### config.mk
export PLATFORM = sky130hd
export DESIGN_NAME = seconds_to_calendar_date_flat
export DESIGN_NICKNAME = d
export VERILOG_FILES = /design/src/hdl/stc_pkg.sv /design/src/hdl/stc_if.sv /design/src/hdl/stc_div.sv /design/src/hdl/seconds_to_calendar_date.sv /design/src/flat_wrapper.sv
export SDC_FILE = /design/constraint.sdc
export NUM_CORES = 2
export LEC_CHECK = 0
export BUFFER_PORTS_ARGS = -buffer_cell sky130_fd_sc_hd__buf_2
export CELL_PAD_IN_SITES_DETAIL_PLACEMENT = 0
export CELL_PAD_IN_SITES_GLOBAL_PLACEMENT = 1
export CORE_MARGIN = 8
export CORE_UTILIZATION = 56
export DETAILED_ROUTE_END_ITERATION = 8
export GPL_TIMING_DRIVEN = 0
export PLACE_DENSITY = 0.95
export SYNTH_ARGS = -nofsm -noshare
export SYNTH_HDL_FRONTEND = slang
export SYNTH_SLANG_ARGS = --single-unit
### constraint.sdc
create_clock -name clk -period 21.1 [get_ports clk]
set_clock_uncertainty 0.2 [all_clocks]
set_input_delay 1.055 -clock clk [delete_from_list [all_inputs] [get_ports clk]]
set_output_delay 1.055 -clock clk [all_outputs]
set_load 0.02 [all_outputs]
### src/hdl/stc_pkg.sv
// ----------------------------------------------------------------------------
// stc_pkg
// Shared types, constants and calendar helpers for the seconds to calendar
// date converter.
// ----------------------------------------------------------------------------
package stc_pkg;

    localparam int SecsW  = 32;
    localparam int RemW   = 17;
    localparam int DaysW  = 16;
    localparam int YearW  = 12;

    // shared multiplier operand widths
    localparam int MulAW  = 25;
    localparam int MulBW  = 26;
    localparam int MulPW  = MulAW + MulBW;

    localparam logic [RemW-1:0]  SecsPerDay  = 17'd86400;
    localparam logic [RemW-1:0]  SecsPerHour = 17'd3600;
    localparam logic [RemW-1:0]  SecsPerMin  = 17'd60;
    localparam logic [RemW-1:0]  DaysPerWeek = 17'd7;

    // Reciprocal division: quot = ((numer >> Pre) * Magic) >> Post, exact over
    // the operand range of each division. The pre-shift strips the power of two
    // out of the divisor (86400 = 128 * 675, 3600 = 16 * 225, 60 = 4 * 15).
    localparam int DayPre   = 7;
    localparam int WeekPre  = 0;
    localparam int HourPre  = 4;
    localparam int MinPre   = 2;
    localparam int DayPost  = 35;
    localparam int WeekPost = 19;
    localparam int HourPost = 21;
    localparam int MinPost  = 14;
    localparam logic [MulBW-1:0] DayMagic  = 26'd50903317;
    localparam logic [MulBW-1:0] WeekMagic = 26'd74899;
    localparam logic [MulBW-1:0] HourMagic = 26'd9321;
    localparam logic [MulBW-1:0] MinMagic  = 26'd1093;

    // 1970-01-01 was a Thursday
    localparam logic [DaysW-1:0] EpochWeekday = 16'd4;
    localparam logic [YearW-1:0] EpochYear    = 12'd1970;
    localparam logic [6:0]       EpochMod100  = 7'd70;
    localparam logic [8:0]       EpochMod400  = 9'd370;
    localparam logic [8:0]       DaysCommon   = 9'd365;
    localparam logic [8:0]       DaysLeap     = 9'd366;
    localparam logic [3:0]       MonthFeb     = 4'd1;
    localparam logic [3:0]       MonthDec     = 4'd11;

    typedef enum logic [2:0] {
        S_IDLE,
        S_DAY,
        S_WEEK,
        S_HOUR,
        S_MIN,
        S_YEAR,
        S_MONTH
    } state_t;

    typedef enum logic [1:0] {
        DIV_DAY,
        DIV_WEEK,
        DIV_HOUR,
        DIV_MIN
    } div_sel_t;

    typedef enum logic [1:0] {
        DP_IDLE,
        DP_QMUL,
        DP_RMUL,
        DP_RSUB
    } div_phase_t;

    typedef struct packed {
        logic             start;
        logic [SecsW-1:0] numer;
        div_sel_t         sel;
    } div_cmd_t;

    typedef struct packed {
        logic             done;
        logic [SecsW-1:0] quot;
        logic [RemW-1:0]  rem;
    } div_res_t;

    function automatic logic [4:0] month_len(input logic [3:0] mi, input logic leap);
        logic [4:0] len;
        begin
            unique case (mi)
                4'd0, 4'd2, 4'd4, 4'd6, 4'd7, 4'd9, 4'd11: len = 5'd31;
                4'd3, 4'd5, 4'd8, 4'd10:                   len = 5'd30;
                MonthFeb:                                  len = leap ? 5'd29 : 5'd28;
                default:                                   len = 5'd31;
            endcase
            return len;
        end
    endfunction

endpackage

### src/hdl/stc_if.sv
// ----------------------------------------------------------------------------
// stc_sec_if / stc_date_if
// Valid/ready channels for the seconds count and the calendar date.
// ----------------------------------------------------------------------------
interface stc_sec_if;
    logic        valid;
    logic        ready;
    logic [31:0] seconds_count;

    modport source (output valid, output seconds_count, input ready);
    modport sink   (input valid, input seconds_count, output ready);
endinterface

interface stc_date_if;
    logic        valid;
    logic        ready;
    logic [11:0] year;
    logic [3:0]  month;
    logic [4:0]  day_of_month;
    logic [4:0]  hour;
    logic [5:0]  minute;
    logic [5:0]  second;
    logic [2:0]  weekday;

    modport source (output valid, output year, output month, output day_of_month,
                    output hour, output minute, output second, output weekday,
                    input ready);
    modport sink   (input valid, input year, input month, input day_of_month,
                    input hour, input minute, input second, input weekday,
                    output ready);
endinterface

### src/hdl/stc_div.sv
// ----------------------------------------------------------------------------
// stc_div
// Shared constant divider built on one multiplier: a reciprocal multiply for
// the quotient, a multiply back by the divisor, then a subtract for the
// remainder, in the phases QMUL, RMUL and RSUB; done pulses with the remainder.
// ----------------------------------------------------------------------------
module stc_div
    import stc_pkg::*;
(
    input  logic     clk,
    input  logic     rst_n,
    input  div_cmd_t cmd,
    output div_res_t res
);

    div_phase_t       phase_reg, phase_next;
    div_sel_t         sel_reg,   sel_next;
    logic             done_reg,  done_next;
    logic [SecsW-1:0] num_reg,   num_next;
    logic [MulPW-1:0] prod_reg,  prod_next;
    logic [DaysW-1:0] quot_reg,  quot_next;
    logic [RemW-1:0]  rem_reg,   rem_next;

    logic [MulAW-1:0] scaled;
    logic [MulBW-1:0] magic;
    logic [DaysW-1:0] quot_est;
    logic [RemW-1:0]  divisor;
    logic [MulAW-1:0] mul_a;
    logic [MulBW-1:0] mul_b;
    logic [MulPW-1:0] mul_p;
    logic [SecsW-1:0] diff;

    // pick the constants of the division in progress
    always_comb
    begin
        unique case (sel_reg)
            DIV_DAY:
            begin
                scaled   = MulAW'(num_reg >> DayPre);
                magic    = DayMagic;
                quot_est = prod_reg[DayPost +: DaysW];
                divisor  = SecsPerDay;
            end
            DIV_WEEK:
            begin
                scaled   = MulAW'(num_reg >> WeekPre);
                magic    = WeekMagic;
                quot_est = prod_reg[WeekPost +: DaysW];
                divisor  = DaysPerWeek;
            end
            DIV_HOUR:
            begin
                scaled   = MulAW'(num_reg >> HourPre);
                magic    = HourMagic;
                quot_est = prod_reg[HourPost +: DaysW];
                divisor  = SecsPerHour;
            end
            default:
            begin
                scaled   = MulAW'(num_reg >> MinPre);
                magic    = MinMagic;
                quot_est = prod_reg[MinPost +: DaysW];
                divisor  = SecsPerMin;
            end
        endcase
    end

    assign mul_a = (phase_reg == DP_QMUL) ? scaled
                                          : {{(MulAW-DaysW){1'b0}}, quot_est};
    assign mul_b = (phase_reg == DP_QMUL) ? magic
                                          : {{(MulBW-RemW){1'b0}}, divisor};
    assign mul_p = {{MulBW{1'b0}}, mul_a} * {{MulAW{1'b0}}, mul_b};
    assign diff  = num_reg - prod_reg[SecsW-1:0];

    // next phase
    always_comb
    begin
        phase_next = phase_reg;
        unique case (phase_reg)
            DP_IDLE: if (cmd.start) phase_next = DP_QMUL;
            DP_QMUL: phase_next = DP_RMUL;
            DP_RMUL: phase_next = DP_RSUB;
            DP_RSUB: phase_next = DP_IDLE;
            default: phase_next = DP_IDLE;
        endcase
    end

    // datapath
    always_comb
    begin
        sel_next  = sel_reg;
        done_next = 1'b0;
        num_next  = num_reg;
        prod_next = prod_reg;
        quot_next = quot_reg;
        rem_next  = rem_reg;
        unique case (phase_reg)
            DP_IDLE:
            begin
                if (cmd.start)
                begin
                    sel_next = cmd.sel;
                    num_next = cmd.numer;
                end
            end
            DP_QMUL:
            begin
                prod_next = mul_p;
            end
            DP_RMUL:
            begin
                quot_next = quot_est;
                prod_next = mul_p;
            end
            DP_RSUB:
            begin
                rem_next  = diff[RemW-1:0];
                done_next = 1'b1;
            end
            default:
            begin
                done_next = 1'b0;
            end
        endcase
    end

    always_ff @(posedge clk or negedge rst_n)
    begin
        if (!rst_n)
        begin
            phase_reg <= DP_IDLE;
            sel_reg   <= DIV_DAY;
            done_reg  <= 1'b0;
        end
        else
        begin
            phase_reg <= phase_next;
            sel_reg   <= sel_next;
            done_reg  <= done_next;
        end
    end

    always_ff @(posedge clk)
    begin
        num_reg  <= num_next;
        prod_reg <= prod_next;
        quot_reg <= quot_next;
        rem_reg  <= rem_next;
    end

    assign res.done = done_reg;
    assign res.quot = {{(SecsW-DaysW){1'b0}}, quot_reg};
    assign res.rem  = rem_reg;

endmodule

### src/hdl/seconds_to_calendar_date.sv
// ----------------------------------------------------------------------------
// seconds_to_calendar_date
// Converts a 32-bit count of seconds since 1970-01-01 00:00:00 into the
// Gregorian date, time of day and weekday.
// ----------------------------------------------------------------------------
// One item at a time: a count is taken when ready is high, and ready stays
// low until the conversion is done. One shared multiplier does four
// divisions by constants in turn, each as a reciprocal multiply, a multiply
// back and a subtract: by 86400, day count plus four by 7, time of day by
// 3600, remainder by 60. Then the whole years are walked at one year per
// cycle and the months at one month per cycle. When the result is written
// to the output, ready returns in the same cycle. The result waits in an
// output register; a new count may be taken while it waits, but the next
// result is held back until the earlier one is taken.
module seconds_to_calendar_date
    import stc_pkg::*;
(
    input  logic              clk,
    input  logic              rst_n,
    stc_sec_if.sink           seconds,
    stc_date_if.source        date
);

    state_t           state_reg, state_next;
    div_cmd_t         cmd;
    div_res_t         res;

    logic [DaysW-1:0] days_reg,  days_next;
    logic [RemW-1:0]  tod_reg,   tod_next;
    logic [YearW-1:0] year_reg,  year_next;
    logic [6:0]       y100_reg,  y100_next;
    logic [8:0]       y400_reg,  y400_next;
    logic [3:0]       mi_reg,    mi_next;
    logic [2:0]       wd_reg,    wd_next;
    logic [4:0]       hour_reg,  hour_next;
    logic [5:0]       min_reg,   min_next;
    logic [5:0]       sec_reg,   sec_next;

    logic             ovalid_reg, ovalid_next;
    logic [YearW-1:0] oyear_reg;
    logic [3:0]       omonth_reg;
    logic [4:0]       oday_reg;
    logic [4:0]       ohour_reg;
    logic [5:0]       omin_reg;
    logic [5:0]       osec_reg;
    logic [2:0]       owd_reg;

    logic             leap;
    logic [8:0]       ylen;
    logic             year_step;
    logic [4:0]       mlen;
    logic             month_stop;
    logic             slot_free;
    logic             finish;
    logic [DaysW-1:0] week_num;

    stc_div u_div (
        .clk   (clk),
        .rst_n (rst_n),
        .cmd   (cmd),
        .res   (res)
    );

    assign leap       = ((year_reg[1:0] == 2'b00) && (y100_reg != '0)) || (y400_reg == '0);
    assign ylen       = leap ? DaysLeap : DaysCommon;
    assign year_step  = days_reg >= {{(DaysW-9){1'b0}}, ylen};
    assign mlen       = month_len(mi_reg, leap);
    assign month_stop = (days_reg < {{(DaysW-5){1'b0}}, mlen}) || (mi_reg == MonthDec);
    assign slot_free  = !ovalid_reg || date.ready;
    assign finish     = (state_reg == S_MONTH) && month_stop && slot_free;
    assign week_num   = res.quot[DaysW-1:0] + EpochWeekday;

    // next state
    always_comb
    begin
        state_next = state_reg;
        unique case (state_reg)
            S_IDLE:  if (seconds.valid) state_next = S_DAY;
            S_DAY:   if (res.done) state_next = S_WEEK;
            S_WEEK:  if (res.done) state_next = S_HOUR;
            S_HOUR:  if (res.done) state_next = S_MIN;
            S_MIN:   if (res.done) state_next = S_YEAR;
            S_YEAR:  if (!year_step) state_next = S_MONTH;
            S_MONTH: if (month_stop && slot_free) state_next = S_IDLE;
            default: state_next = S_IDLE;
        endcase
    end

    // divider commands and handshake
    always_comb
    begin
        seconds.ready = (state_reg == S_IDLE);
        cmd           = '0;
        unique case (state_reg)
            S_IDLE:
            begin
                cmd.start = seconds.valid;
                cmd.numer = seconds.seconds_count;
                cmd.sel   = DIV_DAY;
            end
            S_DAY:
            begin
                cmd.start = res.done;
                cmd.numer = {{(SecsW-DaysW){1'b0}}, week_num};
                cmd.sel   = DIV_WEEK;
            end
            S_WEEK:
            begin
                cmd.start = res.done;
                cmd.numer = {{(SecsW-RemW){1'b0}}, tod_reg};
                cmd.sel   = DIV_HOUR;
            end
            S_HOUR:
            begin
                cmd.start = res.done;
                cmd.numer = {{(SecsW-12){1'b0}}, res.rem[11:0]};
                cmd.sel   = DIV_MIN;
            end
            default:
            begin
                cmd = '0;
            end
        endcase
    end

    // datapath
    always_comb
    begin
        days_next = days_reg;
        tod_next  = tod_reg;
        year_next = year_reg;
        y100_next = y100_reg;
        y400_next = y400_reg;
        mi_next   = mi_reg;
        wd_next   = wd_reg;
        hour_next = hour_reg;
        min_next  = min_reg;
        sec_next  = sec_reg;
        unique case (state_reg)
            S_DAY:
            begin
                if (res.done)
                begin
                    days_next = res.quot[DaysW-1:0];
                    tod_next  = res.rem;
                end
            end
            S_WEEK:
            begin
                if (res.done) wd_next = res.rem[2:0];
            end
            S_HOUR:
            begin
                if (res.done) hour_next = res.quot[4:0];
            end
            S_MIN:
            begin
                if (res.done)
                begin
                    min_next  = res.quot[5:0];
                    sec_next  = res.rem[5:0];
                    year_next = EpochYear;
                    y100_next = EpochMod100;
                    y400_next = EpochMod400;
                    mi_next   = '0;
                end
            end
            S_YEAR:
            begin
                if (year_step)
                begin
                    days_next = days_reg - {{(DaysW-9){1'b0}}, ylen};
                    year_next = year_reg + 1'b1;
                    y100_next = (y100_reg == 7'd99)  ? '0 : y100_reg + 1'b1;
                    y400_next = (y400_reg == 9'd399) ? '0 : y400_reg + 1'b1;
                end
            end
            S_MONTH:
            begin
                if (!month_stop)
                begin
                    days_next = days_reg - {{(DaysW-5){1'b0}}, mlen};
                    mi_next   = mi_reg + 1'b1;
                end
            end
            default:
            begin
                days_next = days_reg;
            end
        endcase
    end

    always_comb
    begin
        ovalid_next = ovalid_reg;
        if (date.valid && date.ready) ovalid_next = 1'b0;
        if (finish) ovalid_next = 1'b1;
    end

    always_ff @(posedge clk or negedge rst_n)
    begin
        if (!rst_n)
        begin
            state_reg  <= S_IDLE;
            ovalid_reg <= 1'b0;
        end
        else
        begin
            state_reg  <= state_next;
            ovalid_reg <= ovalid_next;
        end
    end

    always_ff @(posedge clk)
    begin
        days_reg <= days_next;
        tod_reg  <= tod_next;
        year_reg <= year_next;
        y100_reg <= y100_next;
        y400_reg <= y400_next;
        mi_reg   <= mi_next;
        wd_reg   <= wd_next;
        hour_reg <= hour_next;
        min_reg  <= min_next;
        sec_reg  <= sec_next;
        if (finish)
        begin
            oyear_reg  <= year_reg;
            omonth_reg <= mi_reg + 1'b1;
            oday_reg   <= days_reg[4:0] + 1'b1;
            ohour_reg  <= hour_reg;
            omin_reg   <= min_reg;
            osec_reg   <= sec_reg;
            owd_reg    <= wd_reg;
        end
    end

    assign date.valid        = ovalid_reg;
    assign date.year         = oyear_reg;
    assign date.month        = omonth_reg;
    assign date.day_of_month = oday_reg;
    assign date.hour         = ohour_reg;
    assign date.minute       = omin_reg;
    assign date.second       = osec_reg;
    assign date.weekday      = owd_reg;

endmodule

### src/flat_wrapper.sv
// flat-port wrapper written by rule: the top's interface ports become plain ports
module seconds_to_calendar_date_flat import stc_pkg::*;
  (clk, rst_n, seconds_valid, seconds_seconds_count, seconds_ready, date_valid, date_year, date_month, date_day_of_month, date_hour, date_minute, date_second, date_weekday, date_ready);
  stc_sec_if seconds_i ();
  stc_date_if date_i ();
  input  logic clk;
  input  logic rst_n;
  input wire logic [$bits(seconds_i.valid)-1:0] seconds_valid;
  input wire logic [$bits(seconds_i.seconds_count)-1:0] seconds_seconds_count;
  output wire logic [$bits(seconds_i.ready)-1:0] seconds_ready;
  output wire logic [$bits(date_i.valid)-1:0] date_valid;
  output wire logic [$bits(date_i.year)-1:0] date_year;
  output wire logic [$bits(date_i.month)-1:0] date_month;
  output wire logic [$bits(date_i.day_of_month)-1:0] date_day_of_month;
  output wire logic [$bits(date_i.hour)-1:0] date_hour;
  output wire logic [$bits(date_i.minute)-1:0] date_minute;
  output wire logic [$bits(date_i.second)-1:0] date_second;
  output wire logic [$bits(date_i.weekday)-1:0] date_weekday;
  input wire logic [$bits(date_i.ready)-1:0] date_ready;
  assign seconds_i.valid = seconds_valid;
  assign seconds_i.seconds_count = seconds_seconds_count;
  assign seconds_ready = seconds_i.ready;
  assign date_valid = date_i.valid;
  assign date_year = date_i.year;
  assign date_month = date_i.month;
  assign date_day_of_month = date_i.day_of_month;
  assign date_hour = date_i.hour;
  assign date_minute = date_i.minute;
  assign date_second = date_i.second;
  assign date_weekday = date_i.weekday;
  assign date_i.ready = date_ready;
  seconds_to_calendar_date u_core (.clk(clk), .rst_n(rst_n), .seconds(seconds_i), .date(date_i));
endmodule
==> impl_summary.log <==
INFO  metric run_status = finished with violations
INFO  metric failed_checks = DRC
INFO  metric yosys_warnings = 0
INFO  metric final_net_count = 3786
INFO  metric cts_made_buffers = 26
INFO  metric asyncSetResetFlopFracSynth = 3.59%
INFO  metric final_common_cell = sky130_fd_sc_hd__inv_1
INFO  metric unrepaired_setup_endpoints_after_global_routing = no
INFO  metric place.port_buffers = 78
INFO  metric number_of_vias_after_detailed_routing = 22100
INFO  metric critPathRequiredTime = 21.26 ns
INFO  metric drive_gt1_share = 5.67%
INFO  metric path_class = reg2reg
INFO  metric synthesis.instances = 2940
INFO  metric setup-violations-final = 0
INFO  metric slowest_delay = 0.78 ns
INFO  metric postRouteWirelength = 87100 um
INFO  metric dr.first_iter.drc_count = 2197
INFO  metric core = 0.0515 mm2
INFO  metric placed_cells_incl_taps = 3719
INFO  metric final.period_utilization = 53.9%
INFO  metric via_per_inst = 5.85
INFO  metric timing.max_cap.violations = 0
INFO  metric tritoncts = built
INFO  metric cp-end-kind = flip-flop
INFO  metric totalNegativeSetupSlack = 0 ns
INFO  metric die_h = 245 um
INFO  metric source_to_sink_clock_delay_at_the_later_pin_of_the_worst_skew_pair = 0.56 ns
INFO  metric cp.arrival = 11.53 ns
INFO  metric post_cts.resized_instances = 0
INFO  metric post_cts_buffers = 0
INFO  metric grt_antenna_before_repair = 1
INFO  metric path_clk_slew = 0.07 ns
INFO  metric fmax = 87.9 MHz
INFO  metric avg_wl_per_cell = 23.1 um
INFO  metric min_path_type = in2async
INFO  metric critPathLaunchType = flip-flop
INFO  metric design.portCount = 79
INFO  metric worst_slew_pin_slew = 1.37 ns
INFO  metric edff_count_synth = 242
INFO  metric pin_count_of_the_biggest_net_entering_global_routing = 39
INFO  metric start_util = 56.8%
INFO  metric dr.pass1.iters = 9
INFO  metric largest_register_ff_count = 51
INFO  metric synth.ff_latch_count = 251
INFO  metric grt_pass1_wl = 137000 um
INFO  metric placementRows = 83
INFO  metric synth.distinct_cells = 78
INFO  metric first_global_vias = 23500
INFO  metric cts.sinks = 251
INFO  metric crit_path_frequent_cell = sky130_fd_sc_hd__fa_1
INFO  metric ctsHoldBuffers = 0
INFO  metric ant_nets = 0
INFO  metric cts_root_buffer = sky130_fd_sc_hd__clkbuf_16
INFO  metric most-common-layout-cells = sky130_fd_sc_hd__inv_1 (639), sky130_fd_sc_hd__fa_1 (403), sky130_fd_sc_hd__nand2_1 (310)
INFO  metric buffers_from_clock_root_to_sink_at_most = 3
INFO  metric gr-usage-all-layers = 29.6%
INFO  metric globalplace.congestion = 1.02
INFO  metric cpMaxStageDelayCell = sky130_fd_sc_hd__clkbuf_1
INFO  metric dominantRegCellSynth = sky130_fd_sc_hd__edfxtp_1
INFO  metric synth-seq-area-share = 25.6%
INFO  metric place.detailed.hpwl = 72800 um
INFO  metric post-route-drc-count = 24
INFO  metric fin_crit = 11.37 ns
INFO  metric clock_tree.htree_level_count = 1
INFO  metric crit_fanout = 10
INFO  metric area_growth_syn_to_layout = 7.77%
INFO  metric timing.final.hold_violations = 0
INFO  metric final_max_slew_viol_count = 0
INFO  metric fp.dieW = 245 um
INFO  metric grt_overflow_total = 0
INFO  metric synthesis.area = 0.0292 mm2
INFO  metric floorplan.die_area = 0.0598 mm2
INFO  metric syn-mean-instance-area = 9.95 um2
INFO  metric max_slew_margin = 7.92%
INFO  metric final_cell_count_no_fill = 3769
[worst paths after layout]
check | from | to | slack, ns | cells past startpoint
max | u_core.u_div.sel_reg[0]$_DFFE_PN0P_ | u_core.u_div.prod_reg[47]$_DFFE_PP_ | 9.73 | 31
min | rst_n | u_core.u_div.sel_reg[1]$_DFFE_PN0P_ | 0.16 | 1
max reg2reg | u_core.u_div.sel_reg[0]$_DFFE_PN0P_ | u_core.u_div.prod_reg[47]$_DFFE_PP_ | 9.73 | 31
min reg2reg | u_core.u_div.rem_reg[16]$_DFFE_PP_ | u_core.tod_reg[16]$_DFFE_PP_ | 0.22 | 0
max in group asynchronous | rst_n | u_core.state_reg[2]$_DFFE_PN0P_ | 20.33 | 1
min in group clk | u_core.u_div.rem_reg[16]$_DFFE_PP_ | u_core.tod_reg[16]$_DFFE_PP_ | 0.22 | 0
[cell families (layout without fill, tap and decap cells)]
logic type                 Yosys count  in the layout  share of synthesized area, %
other                                2             20                        0.0257
AOI/OAI and AO/OA                  393            393                          9.17
and+or+nand+nor                    741            741                          11.5
DFF                                251            251                          25.6
muxes                               36             36                          1.74
buffers and inverters              735            866                          9.44
xor gates and xnor gates            99             99                          2.96
adders and majority gates          683            683                          39.6
[synthesized netlist by cell type (5+ instances only)]
master	count	area [um2]
sky130_fd_sc_hd__a21boi_0	8	60.1
sky130_fd_sc_hd__o21a_1	12	90.1
sky130_fd_sc_hd__clkbuf_1	82	308
sky130_fd_sc_hd__a21o_1	35	263
sky130_fd_sc_hd__buf_1	11	41.3
sky130_fd_sc_hd__and4_1	5	43.8
sky130_fd_sc_hd__and2_1	65	407
sky130_fd_sc_hd__o21ai_0	86	430
sky130_fd_sc_hd__nor2b_1	20	125
sky130_fd_sc_hd__or2_2	7	43.8
sky130_fd_sc_hd__nor4_1	5	31.3
sky130_fd_sc_hd__nand3_1	32	160
sky130_fd_sc_hd__mux4_2	11	248
sky130_fd_sc_hd__mux2i_1	17	170
sky130_fd_sc_hd__a21oi_1	100	500
sky130_fd_sc_hd__nand2b_1	30	188
sky130_fd_sc_hd__a221o_1	8	80.1
sky130_fd_sc_hd__xor2_1	38	333
sky130_fd_sc_hd__nand4_1	8	50.1
sky130_fd_sc_hd__a211oi_1	8	60.1
sky130_fd_sc_hd__o221ai_1	7	61.3
sky130_fd_sc_hd__o21ai_1	6	30.0
sky130_fd_sc_hd__dfrtp_1	9	225
sky130_fd_sc_hd__nor2_1	191	717
sky130_fd_sc_hd__xnor2_1	61	534
sky130_fd_sc_hd__or3_1	5	31.3
sky130_fd_sc_hd__and3_1	27	169
sky130_fd_sc_hd__inv_1	639	2400
sky130_fd_sc_hd__a31oi_1	10	62.6
sky130_fd_sc_hd__a22oi_1	13	97.6
sky130_fd_sc_hd__mux2_2	8	90.1
sky130_fd_sc_hd__nand2_1	310	1160
sky130_fd_sc_hd__o21bai_1	8	60.1
sky130_fd_sc_hd__ha_1	280	3500
sky130_fd_sc_hd__fa_1	403	8070
sky130_fd_sc_hd__o22ai_1	8	50.1
sky130_fd_sc_hd__a222oi_1	36	360
sky130_fd_sc_hd__edfxtp_1	242	7270
sky130_fd_sc_hd__o211ai_1	12	90.1
sky130_fd_sc_hd__nor3_1	22	110
[area by class of cell]
| class | count | area, um2 |
|---|---|---|
| Clock inverter | 19 | 193 |
| Antenna cell | 2 | 5.00 |
| Clock buffer | 29 | 683 |
| Timing Repair Buffer | 83 | 458 |
| Multi-Input combinational cell | 1970 | 19100 |
| Tap cell | 680 | 851 |
| Buffer | 95 | 359 |
| Sequential cell | 251 | 7490 |
| Fill cell | 4378 | 20000 |
| Inverter | 640 | 2400 |
[through the flow]
step | hold WS (ns) | cell area [um2] | utilization, % | worst slack, ns
after floorplan | 0.200 | 29300 | - | 12.74
after global placement | 0.201 | 30500 | 59.3 | 10.21
after detailed placement | 0.205 | 30600 | 59.5 | 10.10
after CTS | 0.144 | 31500 | 61.2 | 10.07
after global routing | 0.158 | 31500 | 61.2 | 9.62
final | 0.164 | 31500 | 61.2 | 9.73
[critical path: cells and delay by family, from the launching register on]
kind	cells	cell delay, ns
XOR/XNOR	1	0.29
flip-flops	1	0.46
buffers and inverters	9	2.72
AND/OR/NAND/NOR	5	1.18
adder cells (fa/ha/maj)	9	4.12
multiplexers	1	0.24
AO/OA/AOI/OAI	6	1.95
[per-layer routing]
layer	vias to the layer above	wire, um	GRT usage [%]
met5	-	0	0
met4	0	3730	11.4
met3	243	8760	6.80
met2	1164	41100	48.8
met1	10900	33500	38.0
li1	9740	-	-
Power is left out: the tool's default activity adds up to more than one toggle a clock period on the data nets, which glitch-free logic cannot reach.
